[config.mk]
export PLATFORM = sky130hd
export DESIGN_NAME = gfcd_result_fifo_flat
export DESIGN_NICKNAME = d
export VERILOG_FILES = /design/src/design/gfcd_pkg.sv /design/src/design/gfcd_frontier_if.sv /design/src/design/gfcd_result_fifo.sv /design/src/flat_wrapper.sv
export SDC_FILE = /design/constraint.sdc
export NUM_CORES = 1
export LEC_CHECK = 0
export BUFFER_PORTS_ARGS = -buffer_cell sky130_fd_sc_hd__buf_2
export CELL_PAD_IN_SITES_DETAIL_PLACEMENT = 2
export CELL_PAD_IN_SITES_GLOBAL_PLACEMENT = 2
export CORE_MARGIN = 10
export CORE_UTILIZATION = 39
export CTS_CLUSTER_DIAMETER = 40
export DETAILED_ROUTE_END_ITERATION = 6
export PLACE_DENSITY = 0.79
export SYNTH_ARGS = -nofsm -noshare
export SYNTH_HDL_FRONTEND = slang
export SYNTH_SLANG_ARGS = --single-unit
[constraint.sdc]
create_clock -name clk -period 4.4 [get_ports clk]
set_input_delay 0.22 -clock clk [delete_from_list [all_inputs] [get_ports clk]]
set_output_delay 0.22 -clock clk [all_outputs]
set_load 0.01 [all_outputs]
[src/design/gfcd_pkg.sv]
// Shared types and constants for the grid frontier cell detector.
// No dependencies; the frontier interface, the result queue and the top level import this package.
package gfcd_pkg;

  localparam int MAX_WIDTH  = 1024;
  localparam int MAX_HEIGHT = 1024;
  localparam int COL_W      = $clog2(MAX_WIDTH);
  localparam int ROW_W      = $clog2(MAX_HEIGHT);

  // Size registers are 11 bits wide so that they can hold the full maximum.
  localparam int SIZE_W      = 11;
  localparam int CFG_DATA_W  = SIZE_W;
  localparam int CFG_INDEX_W = 2;

  localparam logic [CFG_INDEX_W-1:0] REG_GRID_WIDTH   = CFG_INDEX_W'(0);
  localparam logic [CFG_INDEX_W-1:0] REG_GRID_HEIGHT  = CFG_INDEX_W'(1);
  localparam logic [CFG_INDEX_W-1:0] REG_UNKNOWN_CODE = CFG_INDEX_W'(2);
  localparam logic [CFG_INDEX_W-1:0] REG_FREE_LIMIT   = CFG_INDEX_W'(3);

  localparam logic [SIZE_W-1:0] GRID_WIDTH_RST   = SIZE_W'(64);
  localparam logic [SIZE_W-1:0] GRID_HEIGHT_RST  = SIZE_W'(64);
  localparam logic [7:0]        UNKNOWN_CODE_RST = 8'hFF;
  localparam logic [6:0]        FREE_LIMIT_RST   = 7'd50;

  // Per-cell class bits.
  typedef struct packed {
    logic free;
    logic unknown;
  } cls_t;

  // One line store entry: class of row y-1 and of row y-2 at one column.
  typedef struct packed {
    cls_t prev;
    cls_t older;
  } line_entry_t;

  localparam int LINE_W = $bits(line_entry_t);

  typedef struct packed {
    logic [COL_W-1:0] col;
    logic [ROW_W-1:0] row;
    logic             last;
  } result_t;

  // One candidate result from a cell, pushed toward the result queue.
  typedef struct packed {
    logic    valid;
    result_t res;
  } cand_t;

  localparam int RES_MAX    = 3;
  localparam int FIFO_DEPTH = 8;
  localparam int FIFO_PTR_W = $clog2(FIFO_DEPTH);
  localparam int FIFO_CNT_W = FIFO_PTR_W + 1;
  // Room for the cell in flight and the one entering.
  localparam logic [FIFO_CNT_W-1:0] ROOM_LIMIT = FIFO_CNT_W'(FIFO_DEPTH - 2 * RES_MAX);

endpackage

[src/design/gfcd_frontier_if.sv]
// Output channel of the frontier detector: one frontier coordinate per transaction.
// Depends on gfcd_pkg for the coordinate widths.
interface gfcd_frontier_if import gfcd_pkg::*; ();
  logic             valid;
  logic             ready;
  logic [COL_W-1:0] frontier_col;
  logic [ROW_W-1:0] frontier_row;
  logic             last_of_run;

  modport source (output valid, output frontier_col, output frontier_row,
                  output last_of_run, input ready);
  modport sink   (input valid, input frontier_col, input frontier_row,
                  input last_of_run, output ready);
endinterface

[src/design/gfcd_result_fifo.sv]
// Result queue: takes up to RES_MAX results per cycle, in order, and drives
// the output channel one result per transaction. Depends on gfcd_pkg.
module gfcd_result_fifo import gfcd_pkg::*; (
  input  logic                  clk,
  input  logic                  rst,
  input  cand_t [RES_MAX-1:0]   push,
  gfcd_frontier_if.source       out,
  output logic                  has_room
);

  result_t                 mem [FIFO_DEPTH];
  logic [FIFO_PTR_W-1:0]   wr_ptr;
  logic [FIFO_PTR_W-1:0]   rd_ptr;
  logic [FIFO_CNT_W-1:0]   count;
  logic [FIFO_PTR_W-1:0]   slot [RES_MAX];
  logic [FIFO_CNT_W-1:0]   n_push;
  logic                    pop;

  // Pack valid candidates into consecutive slots.
  always_comb begin
    n_push = '0;
    for (int i = 0; i < RES_MAX; i++) begin
      slot[i] = wr_ptr + n_push[FIFO_PTR_W-1:0];
      n_push  = n_push + FIFO_CNT_W'(push[i].valid);
    end
  end

  always_ff @(posedge clk) begin
    for (int i = 0; i < RES_MAX; i++) begin
      if (push[i].valid) begin
        mem[slot[i]] <= push[i].res;
      end
    end
  end

  assign pop = out.valid && out.ready;

  always_ff @(posedge clk) begin
    if (rst) begin
      wr_ptr <= '0;
      rd_ptr <= '0;
      count  <= '0;
    end else begin
      wr_ptr <= wr_ptr + n_push[FIFO_PTR_W-1:0];
      rd_ptr <= rd_ptr + FIFO_PTR_W'(pop);
      count  <= count + n_push - FIFO_CNT_W'(pop);
    end
  end

  assign out.valid        = (count != '0);
  assign out.frontier_col = mem[rd_ptr].col;
  assign out.frontier_row = mem[rd_ptr].row;
  assign out.last_of_run  = mem[rd_ptr].last;
  assign has_room         = (count <= ROOM_LIMIT);

endmodule

[src/flat_wrapper.sv]
// flat-port wrapper written by rule: the top's interface ports become plain ports
module gfcd_result_fifo_flat import gfcd_pkg::*;
  (clk, rst, push, has_room, out_valid, out_frontier_col, out_frontier_row, out_last_of_run, out_ready);
  gfcd_frontier_if out_i ();
  input  logic clk;
  input  logic rst;
  input  cand_t [RES_MAX-1:0] push;
  output logic has_room;
  output wire logic [$bits(out_i.valid)-1:0] out_valid;
  output wire logic [$bits(out_i.frontier_col)-1:0] out_frontier_col;
  output wire logic [$bits(out_i.frontier_row)-1:0] out_frontier_row;
  output wire logic [$bits(out_i.last_of_run)-1:0] out_last_of_run;
  input wire logic [$bits(out_i.ready)-1:0] out_ready;
  assign out_valid = out_i.valid;
  assign out_frontier_col = out_i.frontier_col;
  assign out_frontier_row = out_i.frontier_row;
  assign out_last_of_run = out_i.last_of_run;
  assign out_i.ready = out_ready;
  gfcd_result_fifo u_core (.clk(clk), .rst(rst), .push(push), .out(out_i), .has_room(has_room));
endmodule
==> flow_metrics.env, run 1 <==
export IMPL_synthesis_warning_total=0
export IMPL_io_pin_count=92
export IMPL_synth_cell_types=37
export IMPL_critical_path_top_delay_family="buffers and inverters"
export IMPL_buffer_ports_inserted=91
export IMPL_critical_path_cell_chain="ha_2, ha_2, buf_4, nand3b_1, o211ai_1, buf_4"
export IMPL_slew_violations=0
export IMPL_rows=64
export IMPL_ys_seq_elements=178
export IMPL_rrSetupSlack_ns=1.03
export IMPL_clk_transition_reported_paths_ns=0.08
export IMPL_post_route_period_util_pct=76.7
export IMPL_grt_setup_unrepaired="no"
export IMPL_cell_at_the_root_of_the_clock_tree="sky130_fd_sc_hd__clkbuf_16"
export IMPL_die_footprint_mm2=0.0385
export IMPL_main_combinational_cell_family_by_area_after_synthesis="simple AND/OR/NAND/NOR gates"
export IMPL_gp_routability_congestion=0.801
export IMPL_number_of_cells_produced_by_synthesis=1259
export IMPL_report_power_total_mw=7.87
export IMPL_cts_max_level=4
export IMPL_hp_class="in -> reg"
export IMPL_post_synth_xor_area_fraction_pct=0.867
export IMPL_startpoint_of_the_most_critical_setup_path="u_core.wr_ptr[0]"
export IMPL_max_cap_viol_count=0
export IMPL_worst_setup_path_end_kind="flip-flop"
export IMPL_worst_endpoint_arrival_ns=3.47
export IMPL_overflow=0
export IMPL_crit_path_end="u_core.mem[1][6]"
export IMPL_setup_violations=0
export IMPL_mappedNetlistArea_mm2=0.0121
export IMPL_final_hold_viol_count=0
export IMPL_worstSkewPairLatency_ns=0.45
export IMPL_buffer_count_from_post_cts_setup_fixing=0
export IMPL_r2r_start="u_core.wr_ptr[0]"
export IMPL_setup_worst_path_class="reg -> reg"
export IMPL_reg2reg_to="u_core.mem[1][6]"
export IMPL_filler_cells_inserted=3306
export IMPL_required_ns=4.50
export IMPL_cts_sinks=178
export IMPL_largest_area_contributor_in_the_synthesized_netlist="sky130_fd_sc_hd__edfxtp_1"
export IMPL_cells_resized_by_post_cts_repair=0
export IMPL_postCtsHoldBufs=0
export IMPL_final_period_minus_worst_setup_slack_ns=3.37
export IMPL_worstPathMaxFanout=27
export IMPL_die_height_um=196
export IMPL_core_area_mm2=0.0307
export IMPL_timing_critical_path_from_type="flip-flop"
export IMPL_critPathMaxStageDelay_ns=0.62
export IMPL_yosysSeqAreaShare_pct=43.3
export IMPL_slowest_stage="sky130_fd_sc_hd__nand3b_1"
export IMPL_total_leakage_power_nw=4.21
export IMPL_synth_compound_area_share_pct=16.2
export IMPL_hold_start="rst"
export IMPL_dp_hpwl_um=32200
export IMPL_initial_utilization_pct=39.5
export IMPL_grt_total_usage_pct=27.9
export IMPL_timing_worst_slew_pin_value_ns=1.02
export IMPL_timing_clock_skew_ns=0.0155
export IMPL_max_clock_path_buffers=2
export IMPL_drive_above_1_share_pct=19.3
export IMPL_wl_per_cell_um=33.0
export IMPL_status="complete, no violations"
export IMPL_simple_gate_share_of_the_synthesized_area_pct=20.9
export IMPL_synthAdderAreaFrac_pct=2.31
export IMPL_critical_path_n_buffers_inverters=2
export IMPL_syn2layout_area_growth_pct=9.77
export IMPL_detail_route_vias_per_cell=7.02
export IMPL_drtIter0Drc=1270
export IMPL_number_of_global_route_vias_before_repair=12500
export IMPL_post_synth_mux_area_share_pct=9.85
export IMPL_max_freq_ghz=0.296
export IMPL_tritoncts="done"
export IMPL_postRouteWirelength_um=54900
export IMPL_setup_tns_ns=0
export IMPL_ir_drop_uv=361
export IMPL_largest_net_degree_at_the_start_of_global_routing=125
export IMPL_detail_route_drc_violations=0
export IMPL_avgSynthCellArea_um2=9.63
export IMPL_grt_antenna_before_repair=2
export IMPL_syn_nets=1348
export IMPL_ant_nets=0
export IMPL_grt_first_pass_wirelength_um=82000
export IMPL_nets=1339
export IMPL_vias_after_detailed_routing=11700
export IMPL_synth_top_cells_by_area="sky130_fd_sc_hd__edfxtp_1 (42%), sky130_fd_sc_hd__a31oi_1 (8.7%), sky130_fd_sc_hd__mux4_2 (7.8%), sky130_fd_sc_hd__o21ai_0 (7.0%), sky130_fd_sc_hd__nor3_1 (6.9%)"
export IMPL_cellPowerDensity_mw_per_mm2=592
export IMPL_worstSetupPathDepth=6
export IMPL_max_slew_margin_pct=31.7
export IMPL_netlist_area_leader_share_pct=41.6
export IMPL_cts_inserted_buffers=17
export IMPL_dieWidth_um=196
export IMPL_first_pass_iters=5
export IMPL_rr_worst_depth=6
[how the worst min path moves through the flow]
stage | to | slack, ns | cells past startpoint
floorplan | u_core.count[3] | 0.46 | 2
global placement | u_core.wr_ptr[1] | 0.54 | 2
detailed placement | u_core.count[1] | 0.57 | 2
CTS | u_core.wr_ptr[2] | 0.09 | 2
global route | u_core.count[1] | 0.12 | 2
finish | u_core.wr_ptr[0] | 0.1 | 2
[metrics by stage]
step	std cells	setup slack, ns	utilization [%]	instance area (µm²)	hold WS (ns)
6_report	1660	1.03	43.4	13300	0.0972
5_1_grt	1659	0.969	43.4	13300	0.116
3_5_place_dp	1627	0.964	41.6	12700	0.568
2_1_floorplan	1259	1.24	-	12100	0.464
3_3_place_gp	1627	1.07	41.6	12700	0.542
4_1_cts	1659	1.12	43.4	13300	0.0940
[registers in the layout, summed over array words and instances, names as in the netlist]
name	flops
u_core.wr_ptr	3
u_core.count	4
u_core.rd_ptr	3
u_core.mem	168
[Yosys cell counts (all sizes together)]
cell type,count
dfxtp,10
xnor2,7
o21ai,169
xor2,2
fa,4
ha,16
nor3,168
mux2,22
nor4bb,21
edfxtp,168
inv,11
nand2,173
and2,1
nand2b,4
and4b,42
a21o,1
nand4,1
clkbuf,97
nor2b,9
and4,21
or2,4
a31oi,168
buf,70
nor2,6
o211ai,8
or3b,2
mux4,42
nand3b,4
a21oi,1
nand3,7
[final cells by class]
cell class | instances | area (µm²) | area share [%]
diodes | 1 | 2.50 | 0.0188
clock buffers | 17 | 425 | 3.20
clock inverters | 15 | 135 | 1.02
inverters | 11 | 41.3 | 0.310
multi-input cells | 903 | 6130 | 46.1
flip-flops and latches | 178 | 5250 | 39.5
well taps | 396 | 495 | 3.72
repair buffers | 139 | 828 | 6.22
[placed cells by master (no fill, tap or decap), types with 2 or more instances in the layout]
cell type                    count
sky130_fd_sc_hd__xor2_4          2
sky130_fd_sc_hd__clkbuf_16      17
sky130_fd_sc_hd__ha_2            2
sky130_fd_sc_hd__mux4_2         42
sky130_fd_sc_hd__clkinv_4        5
sky130_fd_sc_hd__inv_1          11
sky130_fd_sc_hd__nor2b_1         9
sky130_fd_sc_hd__clkinv_1        2
sky130_fd_sc_hd__nand2b_1        4
sky130_fd_sc_hd__inv_6           2
sky130_fd_sc_hd__nand3_2         2
sky130_fd_sc_hd__mux2_2         22
sky130_fd_sc_hd__buf_2          91
sky130_fd_sc_hd__dfxtp_1         8
sky130_fd_sc_hd__a31oi_1       168
sky130_fd_sc_hd__o211ai_1        8
sky130_fd_sc_hd__ha_1           14
sky130_fd_sc_hd__edfxtp_1      168
sky130_fd_sc_hd__and4b_1        42
sky130_fd_sc_hd__xnor2_1         5
sky130_fd_sc_hd__nor2_1          6
sky130_fd_sc_hd__nand3b_1        4
sky130_fd_sc_hd__buf_4          47
sky130_fd_sc_hd__nor3_1        168
sky130_fd_sc_hd__clkinv_2        2
sky130_fd_sc_hd__and4_1         21
sky130_fd_sc_hd__or2_1           4
sky130_fd_sc_hd__fa_1            4
sky130_fd_sc_hd__clkinvlp_4      2
sky130_fd_sc_hd__o21ai_0       169
sky130_fd_sc_hd__nor4bb_1       21
sky130_fd_sc_hd__nand2_1       173
sky130_fd_sc_hd__nand3_1         5
[layer usage]
layer  share of wire, %  GRT usage [%]  vias up
li1                   -              -     4821
met1                 41           36.3     6067
met2                 48           44.9      640
met3                8.2           5.40      122
met4                3.3           10.7        2
met5              0.024              0        -
[kinds of logic (layout without fill, tap and decap cells)]
group	count (synthesis)	in the layout
other	0	1
DFF	178	178
buffers and inverters	178	182
muxes	64	64
xor gates and xnor gates	9	9
and+or+nand+nor	463	463
AOI/OAI and AO/OA	347	347
adders and majority gates	20	20
[power by group]
part           leakage (nW)  switching [mW]  internal (mW)
Sequential             1.64           0.327           2.44
Combinational          2.30            2.37           1.18
Clock                 0.271           0.758          0.786
Total                  4.21            3.46           4.41
(Power assumes the default switching activity.)
==> inputs of run 2 (changes only) <==
- clock period: 4.4 -> 3.2 ns (I/O delays scaled with it)
==> flow_metrics.env, run 2 (synthesis gave the netlist of run 1 again) <==
export IMPL_number_of_global_route_vias_before_repair=12500
export IMPL_postCtsHoldBufs=0
export IMPL_io_pin_count=92
export IMPL_slowest_stage="sky130_fd_sc_hd__or3b_2"
export IMPL_hold_start="rst"
export IMPL_nets=1357
export IMPL_place_ws_ns=0.286
export IMPL_p_switching_mw=4.71
export IMPL_met2_length_um=26000
export IMPL_setup_violations=0
export IMPL_worst_endpoint_arrival_ns=2.97
export IMPL_worst_setup_path_end_kind="flip-flop"
export IMPL_final_period_minus_worst_setup_slack_ns=2.83
export IMPL_postRouteWirelength_um=54100
export IMPL_grt_antenna_before_repair=1
export IMPL_worstPathMaxFanout=12
export IMPL_power_switching_fraction_pct=43.2
export IMPL_detail_route_drc_violations=0
export IMPL_buffer_ports_inserted=91
export IMPL_gp_routability_congestion=0.800
export IMPL_status="complete, no violations"
export IMPL_cts_sinks=178
export IMPL_ant_nets=0
export IMPL_mostFrequentLayoutCell="sky130_fd_sc_hd__nand2_1"
export IMPL_rows=64
export IMPL_met3RoutedLength_um=4440
export IMPL_detail_route_vias_per_cell=6.98
export IMPL_worstSkewPairLatency_ns=0.45
export IMPL_startpoint_of_the_most_critical_setup_path="u_core.wr_ptr[0]"
export IMPL_setup_tns_ns=0
export IMPL_vias_after_detailed_routing=11700
export IMPL_drive_above_1_share_pct=20.2
export IMPL_cts_inserted_buffers=17
export IMPL_max_cap_viol_count=0
export IMPL_largest_net_degree_at_the_start_of_global_routing=90
export IMPL_setup_worst_path_class="reg -> reg"
export IMPL_drt_met1_wl_um=21900
export IMPL_clk_transition_reported_paths_ns=0.07
export IMPL_max_slew_margin_pct=30.2
export IMPL_dp_hpwl_um=32700
export IMPL_overflow=0
export IMPL_r2r_start="u_core.wr_ptr[0]"
export IMPL_timing_worst_slew_pin_value_ns=1.05
export IMPL_required_ns=3.33
export IMPL_ir_drop_uv=392
export IMPL_timing_clock_skew_ns=0.0100
export IMPL_cts_max_level=4
export IMPL_die_height_um=196
export IMPL_critical_path_cell_chain="ha_1, fa_1, or3b_2, or2_1, o211ai_1, buf_4"
export IMPL_grt_setup_unrepaired="no"
export IMPL_max_freq_ghz=0.353
export IMPL_slew_violations=0
export IMPL_dieWidth_um=196
export IMPL_timing_critical_path_from_type="flip-flop"
export IMPL_cell_at_the_root_of_the_clock_tree="sky130_fd_sc_hd__clkbuf_16"
export IMPL_tritoncts="done"
export IMPL_die_footprint_mm2=0.0385
export IMPL_first_pass_iters=5
export IMPL_power_clock_fraction_pct=18.8
export IMPL_post_route_util_pct=44.0
export IMPL_cellPowerDensity_mw_per_mm2=808
export IMPL_core_area_mm2=0.0307
export IMPL_final_hold_worst_slack_ns=0.0231
export IMPL_wl_per_cell_um=32.2
export IMPL_most_common_layout_cells="sky130_fd_sc_hd__nand2_1 (173), sky130_fd_sc_hd__o21ai_0 (169), sky130_fd_sc_hd__nor3_1 (168), sky130_fd_sc_hd__a31oi_1 (168), sky130_fd_sc_hd__edfxtp_1 (168)"
export IMPL_p_comb_share_pct=47.4
export IMPL_post_route_period_util_pct=88.6
export IMPL_hp_class="in -> reg"
export IMPL_total_leakage_power_nw=4.31
export IMPL_critPathMaxStageDelay_ns=0.55
export IMPL_max_clock_path_buffers=2
export IMPL_cells_resized_by_post_cts_repair=0
export IMPL_grt_first_pass_wirelength_um=80900
export IMPL_syn2layout_area_growth_pct=11.3
export IMPL_dr_max_layer_used="met4"
export IMPL_final_hold_viol_count=0
export IMPL_crit_path_setup_slack_layout_ns=0.366
export IMPL_buffer_count_from_post_cts_setup_fixing=0
export IMPL_filler_cells_inserted=3299
export IMPL_internal_power_summed_over_all_cells_mw=6.19
export IMPL_seqPwrFrac_pct=33.8
export IMPL_largest_reg_flops=168
export IMPL_initial_utilization_pct=39.5
export IMPL_drtIter0Drc=1458
export IMPL_grt_total_usage_pct=27.4
run 2: cell types whose count changed in the layout (fill, tap and decap cells not counted), sizes merged:
cell    change
clkbuf      +2
clkinv      -4
inv         +1
buf        +18
run 2: power by group through the flow:
stage / sequential (mW) / clock, mW / combinational (mW)
finish: 3.69 / 2.05 / 5.16
global route: 3.72 / 2.15 / 5.46
floorplan: 3.50 / 0 / 3.23
detailed placement: 3.71 / 0 / 5.05
CTS: 3.67 / 2.06 / 5.09
global placement: 3.67 / 0 / 4.88
run 2: layer usage:
layer,vias up,GRT usage [%]
met5,-,0
met4,0,9.93
met3,134,5.64
met2,615,44.7
met1,6094,35.1
li1,4869,-
run 2: worst paths after layout:
kind / to / slack [ns] / cells past startpoint
setup reg to reg: u_core.mem[0][14] / 0.37 / 6
hold reg to reg: u_core.count[2] / 0.80 / 4
hold / removal: u_core.wr_ptr[1] / 0.02 / 2
setup / recovery: u_core.mem[0][14] / 0.37 / 6
run 2: final cells by class:
cell class | instances | area, µm² | area share, %
sequential | 178 | 5250 | 38.9
multi-input combinational | 903 | 6130 | 45.4
tap | 396 | 495 | 3.67
inverter | 11 | 41.3 | 0.306
clock buffer | 19 | 433 | 3.21
clock inverter | 12 | 106 | 0.788
timing repair buffer | 157 | 1040 | 7.69
antenna | 1 | 2.50 | 0.0185
run 2: metrics by stage:
stage | instance area, µm² | total power [mW] | cells
floorplan | 12100 | 6.73 | 1259
global placement | 13000 | 8.55 | 1645
detailed placement | 13000 | 8.75 | 1645
CTS | 13500 | 10.8 | 1676
global route | 13500 | 11.3 | 1676
finish | 13500 | 10.9 | 1677
run 2: worst max-delay path, delay by kind of cell (launching register included):
| family | cells | cell delay (ns) |
|---|---|---|
| AO/OA/AOI/OAI | 1 | 0.15 |
| adder cells (fa/ha/maj) | 2 | 0.71 |
| buffers and inverters | 1 | 0.29 |
| flip-flops | 1 | 0.53 |
| AND/OR/NAND/NOR | 2 | 0.84 |
